## src/rtl/core/wdc_pkg.sv

```systemverilog
// Shared types and constants of the winchester disk register controller.
// Used by the sector buffer and the top level; depends on nothing else.
`timescale 1ns / 1ps

package wdc_pkg;

	// Fixed geometry of the buffer and of the drive table
	localparam int SECTOR_BYTES = 256;
	localparam int IDX_W        = $clog2(SECTOR_BYTES);
	localparam int DRIVE_COUNT  = 2;

	// Host bus access codes
	typedef enum logic [3:0] {
		OP_RD_STATUS = 4'd0,
		OP_RD_ERROR  = 4'd1,
		OP_RD_DATA   = 4'd2,
		OP_WR_SECTOR = 4'd3,
		OP_WR_CYL_LO = 4'd4,
		OP_WR_CYL_HI = 4'd5,
		OP_WR_SDH    = 4'd6,
		OP_WR_CMD    = 4'd7,
		OP_WR_DATA   = 4'd8,
		OP_MEDIA_FILL = 4'd9
	} wdc_op_t;

	// Command codes, taken from the high nibble of the command byte
	localparam logic [3:0] CMD_RESTORE = 4'h1;
	localparam logic [3:0] CMD_READ    = 4'h2;
	localparam logic [3:0] CMD_WRITE   = 4'h3;
	localparam logic [3:0] CMD_SEEK    = 4'h7;

	// Transfer phase
	typedef enum logic [1:0] {
		PH_IDLE    = 2'd0,
		PH_DRQ     = 2'd1,
		PH_WRITING = 2'd2
	} wdc_phase_t;

	// Status and error register values
	localparam logic [7:0] ST_NO_MEDIUM = 8'hFF;
	localparam logic [7:0] ST_DRQ       = 8'h58;
	localparam logic [7:0] ST_READY     = 8'h50;
	localparam logic [7:0] ERR_NONE     = 8'h00;
	localparam logic [7:0] DATA_IDLE    = 8'hFF;

	// Activity indicator values
	localparam logic [2:0] ACT_BUSY = 3'd6;
	localparam logic [2:0] ACT_SEEK = 3'd3;

	// Register index on the configuration port
	localparam logic REG_DRIVE_PRESENT = 1'b0;

	// One result word
	typedef struct packed {
		logic [2:0]  activity;
		logic [2:0]  last_head_out;
		logic [15:0] last_cylinder;
		logic        media_fault;
		logic        media_drive;
		logic [15:0] media_lba;
		logic        media_request;
		logic [7:0]  read_byte;
	} wdc_result_t;

	// Result waiting for the sector buffer read data
	typedef struct packed {
		wdc_result_t res;
		logic        use_buf;
		logic        buf_zero;
	} wdc_stage_t;

endpackage

```

## src/rtl/core/wdc_sbuf.sv

```systemverilog
// Sector buffer of the winchester disk register controller.
// One write port and one read port with registered read data; uses wdc_pkg.
`timescale 1ns / 1ps

module wdc_sbuf (
	input  logic                    clk,
	input  logic                    wr_en,
	input  logic [wdc_pkg::IDX_W-1:0] wr_addr,
	input  logic [7:0]              wr_data,
	input  logic                    rd_en,
	input  logic [wdc_pkg::IDX_W-1:0] rd_addr,
	output logic [7:0]              rd_data
);

	logic [7:0] mem [wdc_pkg::SECTOR_BYTES];

	// Media fill writes one byte
	always_ff @(posedge clk) begin
		if (wr_en) begin
			mem[wr_addr] <= wr_data;
		end
	end

	// Read data is held until the next read
	always_ff @(posedge clk) begin
		if (rd_en) begin
			rd_data <= mem[rd_addr];
		end
	end

endmodule

```

## src/rtl/core/winchester_disk_register_controller.sv

```systemverilog
// Top level of the winchester disk register controller: host register file,
// command decode, drive table and result pipeline. Uses wdc_pkg and wdc_sbuf.
`timescale 1ns / 1ps

// Each input word is one host bus access (status, error or data read; sector,
// cylinder, SDH, command or data write; media fill of one buffer byte) and
// gives exactly one result word. The block takes one word per cycle unless
// both result stages are full: all register state is updated in the cycle a
// word is accepted, and a data read fetches its byte from the 256-byte sector
// buffer through its registered read port. Each result is held in the s1 stage,
// where buffer data joins it, and then in the output register. A result held
// by a stalled output and one waiting for buffer data
// can be parked at the same time; input is refused only when both are full.
// The read command computes cylinder*heads*sectors + head*sectors + sector
// in the accept cycle. The drive_present register sits at byte address 0 of
// the configuration port and should be written only while the block is idle.
module winchester_disk_register_controller #(
	parameter int HEADS_PER_CYLINDER = 6,
	parameter int SECTORS_PER_TRACK  = 32
) (
	input  logic        clk,
	input  logic        arst_n,
	input  logic        s_axis_tvalid,
	output logic        s_axis_tready,
	// [3:0] opcode, [11:4] data_byte, [19:12] fill_index, [23:20] zero
	input  logic [23:0] s_axis_tdata,
	output logic        m_axis_tvalid,
	input  logic        m_axis_tready,
	// [7:0] read_byte, [8] media_request, [24:9] media_lba, [25] media_drive,
	// [26] media_fault, [42:27] last_cylinder, [45:43] last_head_out,
	// [48:46] activity, [55:49] zero
	output logic [55:0] m_axis_tdata,
	input  logic        psel,
	input  logic        penable,
	input  logic        pwrite,
	input  logic [2:0]  paddr,
	input  logic [31:0] pwdata,
	output logic [31:0] prdata,
	output logic        pready
);

	localparam int GEOM      = HEADS_PER_CYLINDER * SECTORS_PER_TRACK;
	localparam int LBA_W     = 17 + $clog2(GEOM);
	localparam logic [LBA_W-1:0] LBA_LIMIT = LBA_W'(255 * GEOM);
	localparam logic [LBA_W-1:0] GEOM_K    = LBA_W'(GEOM);
	localparam logic [LBA_W-1:0] SPT_K     = LBA_W'(SECTORS_PER_TRACK);

	// Register state
	logic [1:0]               drive_present_q;
	logic [7:0]               cyl_lo_q, cyl_hi_q;
	logic [4:0]               sector_q;
	logic [7:0]               sdh_q;
	wdc_pkg::wdc_phase_t      phase_q, phase_d;
	logic [wdc_pkg::IDX_W-1:0] byte_idx_q;
	logic                     sector_fault_q;
	logic [15:0]              drv_cyl_q  [wdc_pkg::DRIVE_COUNT];
	logic [2:0]               drv_head_q [wdc_pkg::DRIVE_COUNT];
	logic [2:0]               drv_act_q  [wdc_pkg::DRIVE_COUNT];

	// Next values
	logic [7:0]               cyl_lo_d, cyl_hi_d, sdh_d;
	logic [4:0]               sector_d;
	logic [wdc_pkg::IDX_W-1:0] byte_idx_d;
	logic                     sector_fault_d;
	logic                     pos_en;
	logic [15:0]              pos_cyl;
	logic [2:0]               pos_act;

	// Pipeline
	logic                     s1_valid_q, out_valid_q;
	wdc_pkg::wdc_stage_t      s1_q, s1_d;
	wdc_pkg::wdc_result_t     out_q, out_d;
	logic [7:0]               buf_rdata;

	// Decode of the current word
	wdc_pkg::wdc_op_t         op;
	logic [7:0]               din;
	logic [wdc_pkg::IDX_W-1:0] fidx;
	logic                     in_acc, out_free, s1_move;
	logic                     drv, drv_new, present;
	logic                     idx_wrap, data_rd;
	logic [15:0]              cur_cyl;
	logic [LBA_W-1:0]         lba;
	logic                     lba_fault;

	assign op   = wdc_pkg::wdc_op_t'(s_axis_tdata[3:0]);
	assign din  = s_axis_tdata[11:4];
	assign fidx = s_axis_tdata[19:12];

	assign out_free      = !out_valid_q || m_axis_tready;
	assign s1_move       = s1_valid_q && out_free;
	assign s_axis_tready = !s1_valid_q || out_free;
	assign in_acc        = s_axis_tvalid && s_axis_tready;

	assign drv      = sdh_q[3];
	assign present  = drive_present_q[drv];
	assign idx_wrap = (byte_idx_q == {wdc_pkg::IDX_W{1'b1}});
	assign data_rd  = in_acc && (op == wdc_pkg::OP_RD_DATA) && (phase_q == wdc_pkg::PH_DRQ);
	assign cur_cyl  = {cyl_hi_q, cyl_lo_q};

	// Logical block address of the current cylinder, head and sector
	assign lba = LBA_W'(cur_cyl) * GEOM_K + LBA_W'(sdh_q[2:0]) * SPT_K + LBA_W'(sector_q);
	assign lba_fault = !present || (lba >= LBA_LIMIT);

	// Phase: next state
	always_comb begin
		phase_d = phase_q;
		if (in_acc) begin
			case (op)
				wdc_pkg::OP_RD_DATA: begin
					if (phase_q == wdc_pkg::PH_DRQ && idx_wrap) begin
						phase_d = wdc_pkg::PH_IDLE;
					end
				end
				wdc_pkg::OP_WR_DATA: begin
					if (phase_q == wdc_pkg::PH_WRITING && idx_wrap) begin
						phase_d = wdc_pkg::PH_IDLE;
					end
				end
				wdc_pkg::OP_WR_CMD: begin
					case (din[7:4])
						wdc_pkg::CMD_RESTORE: phase_d = wdc_pkg::PH_IDLE;
						wdc_pkg::CMD_READ:    phase_d = wdc_pkg::PH_DRQ;
						wdc_pkg::CMD_WRITE:   phase_d = wdc_pkg::PH_WRITING;
						wdc_pkg::CMD_SEEK:    phase_d = wdc_pkg::PH_IDLE;
						default:              phase_d = phase_q;
					endcase
				end
				default: phase_d = phase_q;
			endcase
		end
	end

	// Register updates and the result of the current word
	always_comb begin
		cyl_lo_d       = cyl_lo_q;
		cyl_hi_d       = cyl_hi_q;
		sector_d       = sector_q;
		sdh_d          = sdh_q;
		byte_idx_d     = byte_idx_q;
		sector_fault_d = sector_fault_q;
		pos_en         = 1'b0;
		pos_cyl        = cur_cyl;
		pos_act        = wdc_pkg::ACT_BUSY;
		s1_d           = '0;
		case (op)
			wdc_pkg::OP_RD_STATUS: begin
				if (!present) begin
					s1_d.res.read_byte = wdc_pkg::ST_NO_MEDIUM;
				end else if (phase_q == wdc_pkg::PH_DRQ || phase_q == wdc_pkg::PH_WRITING) begin
					s1_d.res.read_byte = wdc_pkg::ST_DRQ;
				end else begin
					s1_d.res.read_byte = wdc_pkg::ST_READY;
				end
			end
			wdc_pkg::OP_RD_ERROR: s1_d.res.read_byte = wdc_pkg::ERR_NONE;
			wdc_pkg::OP_RD_DATA: begin
				if (phase_q == wdc_pkg::PH_DRQ) begin
					s1_d.use_buf  = 1'b1;
					s1_d.buf_zero = sector_fault_q;
					byte_idx_d    = byte_idx_q + 1'b1;
				end else begin
					s1_d.res.read_byte = wdc_pkg::DATA_IDLE;
				end
			end
			wdc_pkg::OP_WR_SECTOR: sector_d = din[4:0];
			wdc_pkg::OP_WR_CYL_LO: cyl_lo_d = din;
			wdc_pkg::OP_WR_CYL_HI: cyl_hi_d = din;
			wdc_pkg::OP_WR_SDH:    sdh_d    = din;
			wdc_pkg::OP_WR_CMD: begin
				case (din[7:4])
					wdc_pkg::CMD_RESTORE: begin
						cyl_lo_d   = '0;
						cyl_hi_d   = '0;
						byte_idx_d = '0;
						pos_en     = 1'b1;
						pos_cyl    = '0;
					end
					wdc_pkg::CMD_READ: begin
						s1_d.res.media_request = 1'b1;
						s1_d.res.media_lba     = lba[15:0];
						s1_d.res.media_fault   = lba_fault;
						sector_fault_d         = lba_fault;
						byte_idx_d             = '0;
						pos_en                 = 1'b1;
					end
					wdc_pkg::CMD_WRITE: begin
						byte_idx_d = '0;
						pos_en     = 1'b1;
					end
					wdc_pkg::CMD_SEEK: begin
						pos_en  = 1'b1;
						pos_act = wdc_pkg::ACT_SEEK;
					end
					default: pos_en = 1'b0;
				endcase
			end
			wdc_pkg::OP_WR_DATA: begin
				if (phase_q == wdc_pkg::PH_WRITING) begin
					byte_idx_d = byte_idx_q + 1'b1;
				end
			end
			default: s1_d.res.read_byte = '0;
		endcase

		// Drive table as seen after this access
		drv_new              = sdh_d[3];
		s1_d.res.media_drive = drv_new;
		if (pos_en && drv_new == drv) begin
			s1_d.res.last_cylinder = pos_cyl;
			s1_d.res.last_head_out = sdh_q[2:0];
			s1_d.res.activity      = pos_act;
		end else begin
			s1_d.res.last_cylinder = drv_cyl_q[drv_new];
			s1_d.res.last_head_out = drv_head_q[drv_new];
			s1_d.res.activity      = drv_act_q[drv_new];
		end
	end

	// Architectural registers
	always_ff @(posedge clk or negedge arst_n) begin
		if (!arst_n) begin
			cyl_lo_q       <= '0;
			cyl_hi_q       <= '0;
			sector_q       <= '0;
			sdh_q          <= '0;
			phase_q        <= wdc_pkg::PH_IDLE;
			byte_idx_q     <= '0;
			sector_fault_q <= 1'b0;
			for (int i = 0; i < wdc_pkg::DRIVE_COUNT; i++) begin
				drv_cyl_q[i]  <= '0;
				drv_head_q[i] <= '0;
				drv_act_q[i]  <= '0;
			end
		end else if (in_acc) begin
			cyl_lo_q       <= cyl_lo_d;
			cyl_hi_q       <= cyl_hi_d;
			sector_q       <= sector_d;
			sdh_q          <= sdh_d;
			phase_q        <= phase_d;
			byte_idx_q     <= byte_idx_d;
			sector_fault_q <= sector_fault_d;
			if (pos_en) begin
				drv_cyl_q[drv]  <= pos_cyl;
				drv_head_q[drv] <= sdh_q[2:0];
				drv_act_q[drv]  <= pos_act;
			end
		end
	end

	// Sector buffer
	wdc_sbuf u_sbuf (
		.clk     (clk),
		.wr_en   (in_acc && op == wdc_pkg::OP_MEDIA_FILL),
		.wr_addr (fidx),
		.wr_data (din),
		.rd_en   (data_rd),
		.rd_addr (byte_idx_q),
		.rd_data (buf_rdata)
	);

	// Pipeline control
	always_ff @(posedge clk or negedge arst_n) begin
		if (!arst_n) begin
			s1_valid_q  <= 1'b0;
			out_valid_q <= 1'b0;
		end else begin
			if (in_acc) begin
				s1_valid_q <= 1'b1;
			end else if (s1_move) begin
				s1_valid_q <= 1'b0;
			end
			if (s1_move) begin
				out_valid_q <= 1'b1;
			end else if (m_axis_tready) begin
				out_valid_q <= 1'b0;
			end
		end
	end

	// Buffer data joins the result on its way out
	always_comb begin
		out_d = s1_q.res;
		if (s1_q.use_buf) begin
			out_d.read_byte = s1_q.buf_zero ? 8'h00 : buf_rdata;
		end
	end

	// Pipeline payload
	always_ff @(posedge clk) begin
		if (in_acc) begin
			s1_q <= s1_d;
		end
		if (s1_move) begin
			out_q <= out_d;
		end
	end

	assign m_axis_tvalid = out_valid_q;
	assign m_axis_tdata  = {7'b0, out_q};

	// Configuration port
	always_ff @(posedge clk or negedge arst_n) begin
		if (!arst_n) begin
			drive_present_q <= '0;
		end else if (psel && penable && pwrite && pready
				&& paddr[2] == wdc_pkg::REG_DRIVE_PRESENT) begin
			drive_present_q <= pwdata[1:0];
		end
	end

	assign pready = 1'b1;
	assign prdata = (paddr[2] == wdc_pkg::REG_DRIVE_PRESENT) ? {30'b0, drive_present_q} : '0;

	// A waiting result is never overwritten while the output is stalled
	a_no_overrun: assert property (@(posedge clk) disable iff (!arst_n)
		(s1_valid_q && out_valid_q && !m_axis_tready) |-> !s_axis_tready)
		else $error("input accepted while both result stages are full");

	// A read command always leaves the block in data request
	a_read_drq: assert property (@(posedge clk) disable iff (!arst_n)
		(in_acc && op == wdc_pkg::OP_WR_CMD && din[7:4] == wdc_pkg::CMD_READ)
		|=> (phase_q == wdc_pkg::PH_DRQ && byte_idx_q == '0))
		else $error("read command did not open a data request");

	// A fault is only reported together with a media request
	a_fault_req: assert property (@(posedge clk) disable iff (!arst_n)
		(out_valid_q && out_q.media_fault) |-> out_q.media_request)
		else $error("media fault without media request");

	// Buffer data of a clean read waits only for a free output stage
	a_s1_hold: assert property (@(posedge clk) disable iff (!arst_n)
		(s1_valid_q && !out_free && s1_q.use_buf && !s1_q.buf_zero)
		|=> (s1_valid_q && $stable(buf_rdata)))
		else $error("pending buffer data lost");

endmodule
```

## config.mk

```make
export PLATFORM = sky130hd
export DESIGN_NAME = winchester_disk_register_controller
export DESIGN_NICKNAME = d
export VERILOG_FILES = /design/src/rtl/core/wdc_pkg.sv /design/src/rtl/core/wdc_sbuf.sv /design/src/rtl/core/winchester_disk_register_controller.sv
export SDC_FILE = /design/constraint.sdc
export NUM_CORES = 2
export LEC_CHECK = 0
export CAP_MARGIN = 20
export CORE_UTILIZATION = 30
export DETAILED_ROUTE_END_ITERATION = 6
export DONT_BUFFER_PORTS = 1
export GPL_TIMING_DRIVEN = 0
export SYNTH_ARGS = -nofsm -noshare
export SYNTH_HDL_FRONTEND = slang
export SYNTH_HIERARCHICAL = 1
export SYNTH_SLANG_ARGS = --single-unit
```

## constraint.sdc

```tcl
create_clock -name clk -period 4.1 [get_ports clk]
set_input_delay 0.82 -clock clk [delete_from_list [all_inputs] [get_ports clk]]
set_output_delay 0.82 -clock clk [all_outputs]
set_load 0.005 [all_outputs]
```

==> flow_metrics.tcl <==
set metrics [dict create \
    status "complete, but fails checks" \
    violations "negative setup slack" \
    start_kind "flip-flop" \
    hold_class "in2reg" \
    synthFlopType "edfxtp_1" \
    final_util 0.349 \
    avgRoutedWirePerCell_um 30.1 \
    cp-end-kind "flip-flop" \
    synth-edff-count 2151 \
    ir_drop_mv 0.469 \
    fin_crit_sh 1.06 \
    viasPerCell 5.43 \
    ant_nets 0 \
    fmax_mhz 231 \
    finish.net_count 4897 \
    synthDistinctLibCells 92 \
    critical-path-top-delay-family "buffers and inverters" \
    cts_tree "yes" \
    leakagePower_nw 31.5 \
    crit_type "reg2reg" \
    drtIter0Drc 6982 \
    worst_path_largest_cell_delay_ns 0.64 \
    drive_above_1_share 0.255 \
    rows 199 \
    insertion_delay_ns 0.89 \
    grt_pass1_vias 46300 \
    io_buffers 0 \
    maxSlewViolCount 0 \
    fp.coreArea_um2 294000 \
    drc 0 \
    synthCells 4510 \
    netlist_area_um2 88500 \
    fin_skew_ns 0.0757 \
    power_density_nw_per_um2 597 \
    p_total_w 0.0612 \
    area_growth_pct 16.0 \
    drt_wl_total_um 268000 \
    whs_path_depth 1 \
    gp_congestion 0.952 \
    fp.dieH_um 545 \
    track_usage 0.177 \
    fillers 27200 \
    grt_pass1_wl_um 366000 \
    setup_viol_count_final 32 \
    grt_max_degree 264 \
    seq_area_frac_synth 0.754 \
    hold_viol_final 0 \
    dp_hpwl_um 175000 \
    grt_use_met2 0.272 \
    io_pins 157 \
    worst_pin_slew_ns 1.43 \
    use_met3 0.0435 \
    drv_cap 0 \
    critPathBufInv 4 \
    ys_ff_latch 2235 \
    fin_crit_ns 4.33 \
    cts_buffer_depth 3 \
    cp_cell_sequence "buf_2 -> and2_1 -> buf_1 -> clkbuf_2 -> buf_8 -> a22oi_1 -> a21oi_1 -> nor3_1 -> nor4_4" \
    clkSinkCount 2235 \
    ctsHtreeMaxLevel 4 \
    met1_usage 0.238 \
    rsz0062_at_grt "yes" \
    die_area_um2 297000 \
    whs_ns 0.0847 \
    grt-busiest-layer "met2" \
    cts_buffers 213 \
    die_x_um 545 \
    layout_setup_ws_ns -0.231 \
    cp_data_required_time_ns 4.64 \
    worst-r2r-cell-count 9 \
    path_clk_slew_ns 0.06 \
    antenna_found_initial 13 \
    start_util 0.301 \
    yosysWarnings 6 \
    synth_area_per_cell_um2 19.6 \
    crit_cells 9 \
    synthArstFlopShare 0.0376 \
    cts_root_buf "clkbuf_16" \
    crit_arrival_ns 4.87 \
    worstPathMaxFanout 10 \
    relSlewSlack 0.0471 \
    crit_slowest_cell "nor4_4" \
    first_pass_iters 6 \
    dr_total_vias 48400 \
    overflow 0 \
]
-- power by group --
group / switching (W) / internal, W
Combinational: 0.00979 / 0.00619
Clock: 0.00869 / 0.0111
Sequential: 0.000218 / 0.0253
Total: 0.0187 / 0.0425
-- routing by layer --
layer / wire length (µm) / vias to the layer above / part of all wire
li1: - / 19100 / -
met1: 103000 / 25700 / 0.38
met2: 121000 / 3005 / 0.45
met3: 31100 / 544 / 0.12
met4: 13200 / 2 / 0.049
met5: 13 / - / 0.000049
-- registers in the layout, summed over array words and instances, names as in the netlist, 4 cells and up --
signal and count:
byte_idx_q 8, cyl_hi_q 8, cyl_lo_q 8, drv_act_q 6
drv_cyl_q 32, drv_head_q 6, m_axis_tdata 49, out_d 41
s1_q 5, sdh_q 4, sector_q 5, u_sbuf/mem 2048
u_sbuf/rd_data 8
-- Yosys cell counts, drive strengths merged, types with 6 or more instances --
master / n / area (µm²)
o221ai: 49 / 435
and3: 10 / 62.6
nand2b: 19 / 119
nand3: 53 / 270
a211oi: 35 / 268
mux2: 35 / 394
o32ai: 6 / 60.1
nand3b: 7 / 52.6
a21o: 13 / 97.6
a31oi: 7 / 43.8
dfrtp: 84 / 2100
mux2i: 143 / 1430
xor2: 10 / 87.6
nor4: 29 / 215
a2111oi: 8 / 85.1
nor2: 315 / 1180
nor3: 31 / 155
and2: 28 / 178
xnor2: 7 / 61.3
mux4: 456 / 10300
inv: 18 / 67.6
o21ai: 80 / 400
a21oi: 134 / 682
nand2: 112 / 423
o22ai: 31 / 194
o211ai: 13 / 97.6
clkbuf: 140 / 526
a22oi: 134 / 1010
a221oi: 15 / 138
nand4: 11 / 68.8
ha: 21 / 263
buf: 161 / 1330
a22o: 8 / 70.1
nor2b: 57 / 357
or2: 8 / 50.1
edfxtp: 2151 / 64600
-- timing repair --
| action | 4_1_cts | 5_1_grt |
|---|---|---|
| pin swaps | 4 | 3 |
| setup endpoints to repair | 2056 | 810 |
| setup buffers | 4 | 2 |
| hold endpoints to repair | 84 | 0 |
| gates resized for setup | 321 | 95 |
| hold buffers | 2 | 0 |
| gates cloned | 2 | 0 |
-- area by class of cell --
type                       instances  area, µm²  share of cell area
inverter                          19       75.1            0.000732
tap                             3919       4900              0.0478
buffer                           301       2050              0.0199
timing repair inverter             2       10.0           0.0000976
antenna                            2       5.00           0.0000488
clock buffer                     263       5520              0.0538
clock inverter                   130       1520              0.0148
multi-input combinational       1991      21200               0.206
sequential                      2235      66700               0.650
timing repair buffer              45        629             0.00614
-- cells in the final DEF (no fill, tap or decap), types with 26 or more instances in the layout --
| cell type | synthesis | final |
|---|---|---|
| conb_1 | 2 | 38 |
| nor2_4 | 0 | 90 |
| a21oi_1 | 131 | 128 |
| buf_8 | 13 | 32 |
| buf_4 | 65 | 87 |
| clkinv_1 | 1 | 53 |
| buf_6 | 22 | 29 |
| mux2_2 | 35 | 35 |
| clkbuf_1 | 140 | 129 |
| and2_1 | 27 | 26 |
| o221ai_1 | 48 | 48 |
| nand2_1 | 111 | 110 |
| a211oi_1 | 34 | 32 |
| edfxtp_1 | 2151 | 2151 |
| dfrtp_1 | 84 | 82 |
| mux2i_1 | 143 | 143 |
| mux4_2 | 454 | 454 |
| buf_2 | 31 | 31 |
| clkbuf_2 | 0 | 42 |
| nor2b_1 | 57 | 56 |
| o21ai_0 | 74 | 74 |
| a22oi_1 | 134 | 134 |
| clkinv_2 | 0 | 31 |
| o22ai_1 | 31 | 30 |
| nor2_2 | 0 | 76 |
| clkbuf_16 | 0 | 213 |
| nor2_1 | 315 | 149 |
| nand3_1 | 52 | 50 |
-- per-stage QoR --
step / TNS, ns / setup WS, ns / std cells / cell area (µm²)
2_1_floorplan: 0 / 0.418 / 4546 / 88600
3_3_place_gp: -3882.14 / -2.63 / 8465 / 93500
3_5_place_dp: -3263.68 / -2.15 / 8493 / 94000
4_1_cts: -5.37 / -0.153 / 8894 / 102000
5_1_grt: -0.977 / -0.0515 / 8905 / 103000
6_report: -1.46 / -0.231 / 8907 / 103000
-- path summary, 6_finish.rpt --
kind	slack, ns	endpoint	startpoint
worst min register to register	0.42	m_axis_tdata[22]	out_d[22]
max in group asynchronous	3.17	byte_idx_q[2]	arst_n
worst max register to register	-0.23	u_sbuf/rd_data[2]	byte_idx_q[3]
worst min-delay path	0.08	s1_valid_q	s_axis_tvalid
worst max-delay path	-0.23	u_sbuf/rd_data[2]	byte_idx_q[3]
min in group asynchronous	0.52	drive_present_q[1]	arst_n
-- cell families (layout without fill, tap and decap cells) --
logic type      count (synthesis)  in the layout  share of synthesized area
compound gates                570            570                     0.0442
xor+xnor                       17             17                    0.00168
fa+ha+maj                      24             24                    0.00354
buf+inv                       320            760                     0.0218
flops                        2235           2235                      0.754
mux                           634            634                      0.137
other cells                     2             40                  0.0000849
simple gates                  708            708                     0.0379
Note: power is estimated with default switching activity, not from simulation.
